File: config.mk
export PLATFORM = sky130hd
export DESIGN_NAME = message_deframer_crc32_check
export DESIGN_NICKNAME = d
export VERILOG_FILES = /design/src/design/mdc_pkg.sv /design/src/design/message_deframer_crc32_check.sv
export VERILOG_INCLUDE_DIRS = /design/src /design/src/design
export SDC_FILE = /design/constraint.sdc
export NUM_CORES = 2
export LEC_CHECK = 0
export ABC_AREA = 1
export BUFFER_PORTS_ARGS = -buffer_cell sky130_fd_sc_hd__buf_2
export CAP_MARGIN = 20
export CELL_PAD_IN_SITES_DETAIL_PLACEMENT = 0
export CELL_PAD_IN_SITES_GLOBAL_PLACEMENT = 2
export CORE_ASPECT_RATIO = 1.4
export CORE_UTILIZATION = 38
export DETAILED_ROUTE_END_ITERATION = 10
export PLACE_DENSITY_LB_ADDON = 0.1
export SETUP_SLACK_MARGIN = 0.15
export SYNTH_ARGS = -nofsm -noshare
export SYNTH_HDL_FRONTEND = slang
export SYNTH_SLANG_ARGS = --single-unit
export TNS_END_PERCENT = 1
File: constraint.sdc
create_clock -name clk -period 16.74 [get_ports clk]
set_input_delay 2.511 -clock clk [delete_from_list [all_inputs] [get_ports clk]]
set_output_delay 2.511 -clock clk [all_outputs]
set_load 0.01 [all_outputs]
File: src/design/message_deframer_crc32_check_assert.svh
// ----------------------------------------------------------------------------
// Assertion macros for the message deframer
// Shared property forms with a common clock and asynchronous reset.
// ----------------------------------------------------------------------------
`ifndef MESSAGE_DEFRAMER_CRC32_CHECK_ASSERT_SVH
`define MESSAGE_DEFRAMER_CRC32_CHECK_ASSERT_SVH

// Same-cycle implication, disabled while reset is low
`define MDC_ASSERT_SAME(label, clk, rst_n, ante, cons) \
    label: assert property (@(posedge clk) disable iff (!rst_n) (ante) |-> (cons)) \
        else $error("deframer assertion failed");

// Next-cycle implication, disabled while reset is low
`define MDC_ASSERT_NEXT(label, clk, rst_n, ante, cons) \
    label: assert property (@(posedge clk) disable iff (!rst_n) (ante) |=> (cons)) \
        else $error("deframer assertion failed");

`endif

File: src/design/mdc_pkg.sv
// ----------------------------------------------------------------------------
// Message deframer package
// Result kind codes, header constants and the byte-wise CRC-32 update.
// ----------------------------------------------------------------------------
package mdc_pkg;

    // Result kinds
    localparam logic [1:0] KIND_PAYLOAD = 2'd0;
    localparam logic [1:0] KIND_FRAME   = 2'd1;
    localparam logic [1:0] KIND_ERROR   = 2'd2;

    // Header versions
    localparam logic [1:0] VER_BASIC = 2'd0;
    localparam logic [1:0] VER_SEQ   = 2'd1;
    localparam logic [1:0] VER_FULL  = 2'd2;

    localparam logic [7:0] VER_MAX_BYTE = 8'd2;

    // Header sizes in bytes
    localparam logic [4:0] HDR_SIZE_BASIC = 5'd9;
    localparam logic [4:0] HDR_SIZE_SEQ   = 5'd17;
    localparam logic [4:0] HDR_SIZE_FULL  = 5'd29;

    // Shortest frame that passes the length check
    localparam logic [32:0] MIN_CHECK_LEN = 33'd29;

    localparam logic [31:0] CRC_POLY = 32'hEDB8_8320;
    localparam logic [31:0] ALL_ONES = 32'hFFFF_FFFF;

    // Header size for a version
    function automatic logic [4:0] hdr_size(input logic [1:0] ver);
        logic [4:0] size;
        begin
            unique case (ver)
                VER_BASIC: size = HDR_SIZE_BASIC;
                VER_SEQ:   size = HDR_SIZE_SEQ;
                default:   size = HDR_SIZE_FULL;
            endcase
            return size;
        end
    endfunction

    // Reflected CRC-32 update by one byte
    function automatic logic [31:0] crc_feed(input logic [31:0] crc_in,
                                             input logic [7:0]  data);
        logic [31:0] crc;
        begin
            crc = crc_in ^ {24'd0, data};
            for (int k = 0; k < 8; k++) begin
                crc = (crc >> 1) ^ (crc[0] ? CRC_POLY : 32'd0);
            end
            return crc;
        end
    endfunction

endpackage

File: src/design/message_deframer_crc32_check.sv
// ----------------------------------------------------------------------------
// Length-prefixed message deframer with CRC-32 check
// Parses version, topic, length, sequence, timestamp and CRC header fields,
// passes payload bytes through and reports each frame with a check flag.
//
//   Channel  Handshake            Payload
//   input    in_valid / in_stall  data_byte
//   output   out_valid/out_stall  kind, payload_byte, header fields,
//                                 check_ok, last
//
// Each byte is parsed in the cycle it is accepted; its results enter a
// two-entry result queue and appear in the cycle after at the earliest.
// One byte per cycle is taken while the queue has room; a byte that ends a
// frame on a payload byte gives two results, and its entry holds both.
// in_stall rises only when both queue entries are occupied.
// Reset is asynchronous, active low, and starts parsing at a version byte.
// ----------------------------------------------------------------------------
`include "message_deframer_crc32_check_assert.svh"

module message_deframer_crc32_check
    import mdc_pkg::*;
(
    input  logic        clk,
    input  logic        rst_n,

    input  logic        in_valid,
    output logic        in_stall,
    input  logic [7:0]  data_byte,

    output logic        out_valid,
    input  logic        out_stall,
    output logic [1:0]  kind,
    output logic [7:0]  payload_byte,
    output logic [1:0]  msg_version,
    output logic [31:0] topic_code,
    output logic [31:0] payload_length,
    output logic [63:0] seq_number,
    output logic [63:0] time_stamp,
    output logic [31:0] header_crc,
    output logic        check_ok,
    output logic        last
);

    // One queue entry: every result caused by one byte
    typedef struct packed {
        logic        is_err;
        logic        has_pay;
        logic        has_done;
        logic [7:0]  pay_byte;
        logic        ok;
        logic [1:0]  version;
        logic [31:0] topic;
        logic [31:0] length;
        logic [63:0] seq;
        logic [63:0] stamp;
        logic [31:0] hcrc;
    } res_entry_t;

    // Parser state
    logic [32:0] byte_idx_reg,   byte_idx_next;
    logic [32:0] frame_len_reg,  frame_len_next;
    logic [1:0]  version_reg,    version_next;
    logic [31:0] topic_reg,      topic_next;
    logic [31:0] length_reg,     length_next;
    logic [63:0] seq_reg,        seq_next;
    logic [63:0] stamp_reg,      stamp_next;
    logic [31:0] hdr_crc_reg,    hdr_crc_next;
    logic [31:0] crc_reg,        crc_next;
    logic [31:0] trailer_reg,    trailer_next;

    // Result queue
    res_entry_t  q_mem [2];
    logic        wr_ptr_reg, wr_ptr_next;
    logic        rd_ptr_reg, rd_ptr_next;
    logic [1:0]  count_reg,  count_next;
    logic        half_reg,   half_next;

    logic        in_acc;
    logic        out_acc;
    logic        push;
    logic        pop;
    res_entry_t  entry_new;
    res_entry_t  head;
    logic        two_res;

    logic        is_first;
    logic        idx_small;
    logic [4:0]  idx_lo;
    logic        bad_ver;
    logic        is_pay;
    logic        is_done;
    logic        ok_w;
    logic [4:0]  hs;
    logic [32:0] idx_inc;
    logic [1:0]  ver_w;
    logic [31:0] topic_w;
    logic [31:0] length_w;
    logic [63:0] seq_w;
    logic [63:0] stamp_w;
    logic [31:0] hcrc_w;
    logic [31:0] crc_w;
    logic [31:0] trailer_w;
    logic [32:0] flen_w;

    assign in_acc  = in_valid && !in_stall;
    assign out_acc = out_valid && !out_stall;

    // Parse the current byte against the header layout
    always_comb
    begin
        is_first  = (byte_idx_reg == 33'd0);
        idx_small = (byte_idx_reg[32:5] == 28'd0);
        idx_lo    = byte_idx_reg[4:0];
        bad_ver   = is_first && (data_byte > VER_MAX_BYTE);

        ver_w     = version_reg;
        topic_w   = topic_reg;
        length_w  = length_reg;
        seq_w     = seq_reg;
        stamp_w   = stamp_reg;
        hcrc_w    = hdr_crc_reg;
        crc_w     = crc_reg;
        trailer_w = trailer_reg;
        flen_w    = frame_len_reg;

        // Start a new frame on the version byte
        if (is_first) begin
            ver_w     = data_byte[1:0];
            topic_w   = 32'd0;
            length_w  = 32'd0;
            seq_w     = 64'd0;
            stamp_w   = 64'd0;
            hcrc_w    = 32'd0;
            crc_w     = ALL_ONES;
            trailer_w = 32'd0;
        end

        // Capture little-endian header fields
        for (int k = 0; k < 4; k++) begin
            if (idx_small && idx_lo == 5'(k + 1)) begin
                topic_w[8*k +: 8] = data_byte;
            end
            if (idx_small && idx_lo == 5'(k + 5)) begin
                length_w[8*k +: 8] = data_byte;
            end
            if (idx_small && idx_lo == 5'(k + 25) && ver_w == VER_FULL) begin
                hcrc_w[8*k +: 8] = data_byte;
            end
        end
        for (int k = 0; k < 8; k++) begin
            if (idx_small && idx_lo == 5'(k + 9) && ver_w != VER_BASIC) begin
                seq_w[8*k +: 8] = data_byte;
            end
            if (idx_small && idx_lo == 5'(k + 17) && ver_w == VER_FULL) begin
                stamp_w[8*k +: 8] = data_byte;
            end
        end

        // Fix the frame length once the length field is complete
        if (idx_small && idx_lo == 5'd8) begin
            flen_w = {28'd0, hdr_size(version_reg)} + {1'b0, length_w};
        end

        // Feed the byte leaving the four-byte trailer window into the CRC
        if (!idx_small || idx_lo >= 5'd4) begin
            crc_w = crc_feed(crc_w, trailer_w[7:0]);
        end
        trailer_w = {data_byte, trailer_w[31:8]};

        hs      = hdr_size(ver_w);
        idx_inc = byte_idx_reg + 33'd1;
        is_pay  = (byte_idx_reg >= {28'd0, hs});
        is_done = (byte_idx_reg >= 33'd8) && (idx_inc >= {28'd0, hs}) &&
                  (idx_inc == flen_w);

        if (ver_w == VER_FULL) begin
            ok_w = ((crc_w ^ ALL_ONES) == trailer_w);
        end
        else begin
            ok_w = (flen_w >= MIN_CHECK_LEN);
        end
    end

    // Advance parser state on an accepted byte
    always_comb
    begin
        byte_idx_next  = byte_idx_reg;
        frame_len_next = frame_len_reg;
        version_next   = version_reg;
        topic_next     = topic_reg;
        length_next    = length_reg;
        seq_next       = seq_reg;
        stamp_next     = stamp_reg;
        hdr_crc_next   = hdr_crc_reg;
        crc_next       = crc_reg;
        trailer_next   = trailer_reg;

        if (in_acc && !bad_ver) begin
            frame_len_next = flen_w;
            version_next   = ver_w;
            topic_next     = topic_w;
            length_next    = length_w;
            seq_next       = seq_w;
            stamp_next     = stamp_w;
            hdr_crc_next   = hcrc_w;
            if (is_done) begin
                byte_idx_next = 33'd0;
                crc_next      = ALL_ONES;
                trailer_next  = 32'd0;
            end
            else begin
                byte_idx_next = idx_inc;
                crc_next      = crc_w;
                trailer_next  = trailer_w;
            end
        end
    end

    // Build the queue entry for this byte
    always_comb
    begin
        entry_new.is_err   = bad_ver;
        entry_new.has_pay  = is_pay;
        entry_new.has_done = is_done;
        entry_new.pay_byte = data_byte;
        entry_new.ok       = ok_w;
        entry_new.version  = ver_w;
        entry_new.topic    = topic_w;
        entry_new.length   = length_w;
        entry_new.seq      = seq_w;
        entry_new.stamp    = stamp_w;
        entry_new.hcrc     = hcrc_w;
    end

    assign push = in_acc && (bad_ver || is_pay || is_done);

    // Queue control: one entry per byte that gives a result, popped after its last result
    always_comb
    begin
        head    = q_mem[rd_ptr_reg];
        two_res = head.has_pay && head.has_done && !head.is_err;
        pop     = out_acc && (!two_res || half_reg);

        half_next = half_reg;
        if (pop) begin
            half_next = 1'b0;
        end
        else if (out_acc) begin
            half_next = 1'b1;
        end

        wr_ptr_next = push ? !wr_ptr_reg : wr_ptr_reg;
        rd_ptr_next = pop  ? !rd_ptr_reg : rd_ptr_reg;
        count_next  = count_reg + {1'b0, push} - {1'b0, pop};
    end

    assign in_stall  = (count_reg == 2'd2);
    assign out_valid = (count_reg != 2'd0);

    // Drive result fields from the head entry
    always_comb
    begin
        if (head.is_err) begin
            kind = KIND_ERROR;
        end
        else if (head.has_pay && !half_reg) begin
            kind = KIND_PAYLOAD;
        end
        else begin
            kind = KIND_FRAME;
        end

        last           = (kind != KIND_PAYLOAD) || !head.has_done;
        payload_byte   = (kind == KIND_PAYLOAD) ? head.pay_byte : 8'd0;
        msg_version    = (kind == KIND_FRAME)   ? head.version  : 2'd0;
        topic_code     = (kind == KIND_FRAME)   ? head.topic    : 32'd0;
        payload_length = (kind == KIND_FRAME)   ? head.length   : 32'd0;
        seq_number     = (kind == KIND_FRAME)   ? head.seq      : 64'd0;
        time_stamp     = (kind == KIND_FRAME)   ? head.stamp    : 64'd0;
        header_crc     = (kind == KIND_FRAME)   ? head.hcrc     : 32'd0;
        check_ok       = (kind == KIND_FRAME)   ? head.ok       : 1'b0;
    end

    // Hold queue entries
    always_ff @(posedge clk)
    begin
        if (push) begin
            q_mem[wr_ptr_reg] <= entry_new;
        end
    end

    // State registers
    always_ff @(posedge clk or negedge rst_n)
    begin
        if (!rst_n) begin
            byte_idx_reg  <= 33'd0;
            frame_len_reg <= 33'd0;
            version_reg   <= VER_BASIC;
            topic_reg     <= 32'd0;
            length_reg    <= 32'd0;
            seq_reg       <= 64'd0;
            stamp_reg     <= 64'd0;
            hdr_crc_reg   <= 32'd0;
            crc_reg       <= ALL_ONES;
            trailer_reg   <= 32'd0;
            wr_ptr_reg    <= 1'b0;
            rd_ptr_reg    <= 1'b0;
            count_reg     <= 2'd0;
            half_reg      <= 1'b0;
        end
        else begin
            byte_idx_reg  <= byte_idx_next;
            frame_len_reg <= frame_len_next;
            version_reg   <= version_next;
            topic_reg     <= topic_next;
            length_reg    <= length_next;
            seq_reg       <= seq_next;
            stamp_reg     <= stamp_next;
            hdr_crc_reg   <= hdr_crc_next;
            crc_reg       <= crc_next;
            trailer_reg   <= trailer_next;
            wr_ptr_reg    <= wr_ptr_next;
            rd_ptr_reg    <= rd_ptr_next;
            count_reg     <= count_next;
            half_reg      <= half_next;
        end
    end

    // Past the length field, the frame end always lies ahead
    `MDC_ASSERT_SAME(a_len_ahead, clk, rst_n, byte_idx_reg > 33'd8, frame_len_reg > byte_idx_reg)
    // The second half of an entry exists only for a two-result entry
    `MDC_ASSERT_SAME(a_half_two, clk, rst_n, half_reg, (count_reg != 2'd0) && two_res)
    // A full queue with no pop stays full into the next cycle
    `MDC_ASSERT_NEXT(a_full_hold, clk, rst_n, (count_reg == 2'd2) && !pop, in_stall)

endmodule

; After elaboration in Yosys (flattened, before gate mapping)
; Memory sizes are Yosys's and may differ from the RTL's.
; Index checks and enable logic that the tools add are counted.
[op_classes]
addsub = 4
n_lt_le_gt_ge = 6
eq_ne = 35
muxes = 67
n_bitwise = 10
n_reduce_logical = 83
[ops]
columns = cell, n
row1 = two-way mux 32 bit, 19
row2 = two-way mux 64 bit, 4
row3 = bitwise XOR 31 x 32 -> 32 bit, 8
row4 = two-way mux 8 bit, 29
row5 = greater-or-equal comparator 33 x 5 -> 1 bit, 2
row6 = two-way mux 33 bit, 2
row7 = "== test 5 bit, second input constant", 13
row8 = logical AND 1 bit, 59
row9 = "== test 5 x 4 -> 1 bit, second input constant", 8
row10 = "adder 33 x 1 -> 33 bit, second input constant", 1
row11 = adder 5 x 32 -> 33 bit, 1
row12 = == test 33 bit, 1
row13 = "greater-or-equal comparator 33 x 4 -> 1 bit, second input constant", 1
row14 = "greater-or-equal comparator 33 x 5 -> 1 bit, second input constant", 1
row15 = zero test 33 bit, 1
row16 = == test 32 bit, 1
row17 = inverter 32 bit, 1
row18 = bitwise XOR 32 x 8 -> 32 bit, 1
row19 = zero test 28 bit, 1
row20 = "== test 5 x 3 -> 1 bit, second input constant", 4
row21 = case mux 5 bit (2 select lines), 2
row22 = "== test 5 x 2 -> 1 bit, second input constant", 2
row23 = zero test 1 bit, 10
row24 = "> comparator 8 x 2 -> 1 bit, second input constant", 1
row25 = other kinds (12), 32
[totals]
register_bits = 361
ram_bits = 476
out_inout_bits = 240
wordCells = 220
memories = 1
[mem_list]
columns = memory, words, width, rd, rd_ports_with_merged_regs, wr, line
row1 = q_mem, 2, 238, 1, 0, 1, message_deframer_crc32_check.sv:72  ; res_entry_t q_mem [2];

; Longest topological paths before layout
[depth]
depth_word = 23
mapped_depth = 39
mapped_depth_nobuf = 36

; Worst setup path after synthesis
; No wires, ideal clock.
[synth_path]
path_type = input to register
startpoint = input data_byte[0]
endpoint = memory q_mem[1][0] in the netlist's numbering (enable)
arrival_time_ns = 15.027
path_slack_ns = 0.873
stages = 25
n_path_buf = 1
cell_sequence = buf_2 -> clkinv_1 -> o21ai_0 -> nor2_1 -> ha_1 -> nand2_1 -> inv_1 -> nand3_1 -> nor3_1 -> nand2_1 -> nor2_1 -> nand2_1 -> nor2_1 -> nor2_1 -> nand2_1 -> nand3_1 -> nor2_1 -> nand3_1 -> nor2_1 -> nand3_1 -> nor2_1 -> nand3_2 -> nand2_1 -> nand2_1 -> nor2_1
[synth_lines]
columns = item, line
row1 = "start, declared", message_deframer_crc32_check.sv:28  ; input logic [7:0] data_byte,
row2 = "end, declared", message_deframer_crc32_check.sv:72

==> results.md <==
Timing:
- The transition time of the tightest slew-check pin is 1310 ps.
- The share of the clock period used by the worst path after layout is 50.0%.
- In the final timing run, aggregate negative setup slack is 0 ps.
- For the finished layout, the period the worst path requires is 8370 ps.
- The number of setup violations in the final report is 0.
- Headroom to the max-slew limit came out at 12.6%.
- The count of pins over their slew limit came to 0.
- Timing would allow up to 0.119 GHz.
- The setup skew after layout is 36.4 ps.
- The number of failing hold endpoints at the final stage is 0.
- Setup repair after global routing left no endpoint under its margin.

Synth:
- The average instance in the mapped netlist occupies 8.78 um2.
- In the post-synthesis netlist, the biggest area contributors are sky130_fd_sc_hd__edfxtp_1 (35%), sky130_fd_sc_hd__dfrtp_1 (20%), sky130_fd_sc_hd__nand2_1 (15%).
- The synthesized design spends more area on one cell type than any other, namely sky130_fd_sc_hd__edfxtp_1.
- Counting every instance in the synthesized netlist gives 4650.
- The most common cell in the synthesized netlist is sky130_fd_sc_hd__nand2_1.
- The post-synthesis share of cell area spent on full adders, half adders and majority gates is 0.521%.
- The most common flop cell mapped by yosys is sky130_fd_sc_hd__edfxtp_1.
- After synthesis, the most frequently instantiated cells are sky130_fd_sc_hd__nand2_1 (1596), sky130_fd_sc_hd__edfxtp_1 (476), sky130_fd_sc_hd__nand3_1 (428), sky130_fd_sc_hd__o21ai_0 (355), sky130_fd_sc_hd__dfrtp_1 (329).
- The synthesized netlist devotes 9.04% of its cell area to compound gates.
- The post-synthesis async set-or-reset flop share is 43.1%.
- The synthesized design contains 837 register bits.
- After synthesis, the largest family of logic cells by area is simple AND/OR/NAND/NOR gates.
- The count of yosys warnings during synthesis is 0.
- The mapped cell area is 40800 um2.
- The number of nets in the synthesized netlist is 4679.
- The portion of the post-synthesis area used by sequential elements is 57.2%.
- Of the total synthesized cell area, the portion taken by AND, OR, NAND and NOR gates is 25.7%.
- In this run, synthesis inferred 476 flip-flops with an integrated enable.
- After Yosys synthesis, XOR and XNOR cells account for 2.38% of the synthesized area.
- The mux contribution to synthesized area is 0%.
- The top cell type by area accounts for 35.0% of the synthesized area.
- The number of library cell types mapped by synthesis is 49.

Die:
- 252 I/O pins were placed.
- The floorplan has 141 rows.
- The die footprint is 109000 um2.
- The floorplan die height is 390 um.
- The region available for standard cell placement spans 106000 um2.
- The floorplan step set the die width to 279 um.
- The initial cell density of the core is 38.5%.

Clock network:
- Buffers inserted during clock tree synthesis total 86.
- The count of hold-fix buffers inserted at cts is 0.
- The number of post-CTS setup repair buffers is 0.
- The number of sinks driven by the clock tree is 837.
- The clock tree buffer depth is 3.
- The post-CTS resize count is 0.
- Clock tree synthesis selected as its root buffer the cell sky130_fd_sc_hd__clkbuf_16.
- The H-tree was split into 3 levels.
- After clock tree synthesis, the clock-pin slew on the worst setup and hold paths is 60 ps.
- TritonCTS built the clock tree.
- At the later pin of the worst-skew pair, clock insertion delay measures 690 ps.

Worst setup path:
- The critical path is of the reg2reg type.
- The endpoint of the worst-slack reg-to-reg timing path is q_mem[0][144].
- The slowest stage of the critical path belongs to the cell sky130_fd_sc_hd__buf_4.
- In this run the worst path has a maximum fanout of 106.
- The most used cell along the critical path is sky130_fd_sc_hd__nand2_1.
- The type of element launching the critical path is a flip-flop.
- The critical path data arrival time is 8660 ps.
- The setup check on the worst reg-to-reg path leaves a slack of 8370 ps.
- For the worst flop-to-flop path, the logic depth is 29.
- Data on the critical path is required at its endpoint by 17020 ps.
- The endpoint kind of the worst setup timing path is a flip-flop.
- For this run, the slowest stage of the critical path takes 880 ps.
- The startpoint of the lowest-slack register-to-register path is byte_idx_reg[4].

Global routing:
- The all-layer global routing usage is 25.4%.
- The initial antenna violation count is 6.
- The residual overflow from global routing is 0.
- The number of global-route vias before repair was 30871.
- The global-route wire length before repair is 207000 um.
- The largest net degree at the start of global routing is 190.

Final layout:
- The antenna diode count is 0.
- For this run, the share of the core covered by cells in the final layout is 43.4%.
- The register with the most flip-flops in the layout has 476 of them.
- The signed area change from the synthesized netlist to the final layout is 12.6%.
- The final layout contains 4780 nets.
- The fraction of final layout cells with drive strength greater than 1 is 12.9%.
- The filler cells instantiated in the layout total 10608.

Worst hold path:
- The worst min-delay path class is reg2reg.
- The origin of the worst min-delay path is topic_reg[24].
- The worst hold path terminates at topic_reg[24].
- The cell count of the worst hold path is 2.

Drt:
- The number of iterations in the first detailed-routing pass is 5.
- The count of nets left with antenna violations after detail routing is 0.
- The wire length per cell after detailed routing is 22.1 um.
- For this run, design rule violations remaining after detail routing come to 0.
- Across all layers, the routed design uses 32239 vias.
- In the routed layout, each cell is associated on average with a via count of 5.15.
- The detailed router's first-iteration violation count is 2375.
- The total detailed-routing wirelength is 138000 um.

Power:
- In this run the power density over the cells is 221 nW/um2.
- The leakage power summed over all cells is 19.9 nW.
- The peak supply drop is 0.180 mV.

Run:
- The count of max-cap constraint violations is 0.

Place:
- The global placer's final weighted congestion is 0.914.
- The sum of net half-perimeters after detailed placement is 89200 um.
- Buffers placed on the I/O ports in this run total 251.

Outcome:
- The run finished with clean final reports.
==> critical path, delay by kind of cell (launching register included) <==
family	cells	cell delay [ps]
DFF	1	620
AOI/OAI and AO/OA	2	270
and+or+nand+nor	22	3950
buffers and inverters	4	2520
adders and majority gates	1	380
==> metrics by stage <==
stage	setup WS, ps	total power, W	instances	hold WS, ps	instance area, um2
floorplan	873	0.00664	4650	442	40800
global placement	7760	0.00830	6093	455	43100
detailed placement	7700	0.00828	6093	460	43100
CTS	8350	0.0103	6255	474	46000
global route	7690	0.0108	6255	494	46000
finish	8370	0.0101	6255	474	46000
==> worst max-delay path by stage <==
stage,cells past startpoint,from,to
3_3_place_gp,26,data_byte[2],q_mem[0][231]
4_1_cts,29,byte_idx_reg[4],q_mem[0][144]
5_1_grt,29,byte_idx_reg[4],q_mem[0][144]
6_report,29,byte_idx_reg[4],q_mem[0][144]
3_5_place_dp,26,data_byte[2],q_mem[0][231]
2_1_floorplan,25,data_byte[0],q_mem[1][0]
==> logic make-up (layout without fill, tap and decap cells) <==
family	Yosys count	after routing
and+or+nand+nor	2492	2492
DFF	837	837
AOI/OAI and AO/OA	682	682
buffers and inverters	515	690
xor gates and xnor gates	107	107
adders and majority gates	17	17
==> per-layer routing <==
layer,vias up,global-route usage [%],routed length (um)
li1,15647,-,-
met1,15650,32.7,58500
met2,743,44.4,69900
met3,199,2.22,4970
met4,0,9.47,4980
met5,-,0,0
==> layout make-up <==
| class | instances | area [um2] | area share [%] |
|---|---|---|---|
| clock inverters | 33 | 385 | 0.838 |
| inverters | 237 | 912 | 1.98 |
| well taps | 1430 | 1790 | 3.89 |
| clock buffers | 129 | 2480 | 5.39 |
| multi-input cells | 3298 | 15400 | 33.5 |
| repair buffers | 291 | 1630 | 3.54 |
| flip-flops and latches | 837 | 23400 | 50.8 |
==> where the power goes <==
| group | total (W) | switching (W) | internal (W) | leakage [nW] |
|---|---|---|---|---|
| Sequential | 0.00321 | 0.000226 | 0.00298 | 9.37 |
| Combinational | 0.00497 | 0.00361 | 0.00137 | 9.18 |
| Clock | 0.00197 | 0.000843 | 0.00112 | 1.40 |
| Total | 0.0101 | 0.00468 | 0.00547 | 19.9 |
==> placed cells by master (no fill, tap or decap), drive strengths merged, types with 35 or more instances in the layout <==
cell type	n
nand2	1632
edfxtp	476
nand3	439
o21ai	375
dfrtp	329
nor2	311
buf	291
a21oi	256
inv	231
clkbuf	129
xor2	83
nor3	41
nand4	36
a31oi	35
Power figures use the tool's default switching activity.
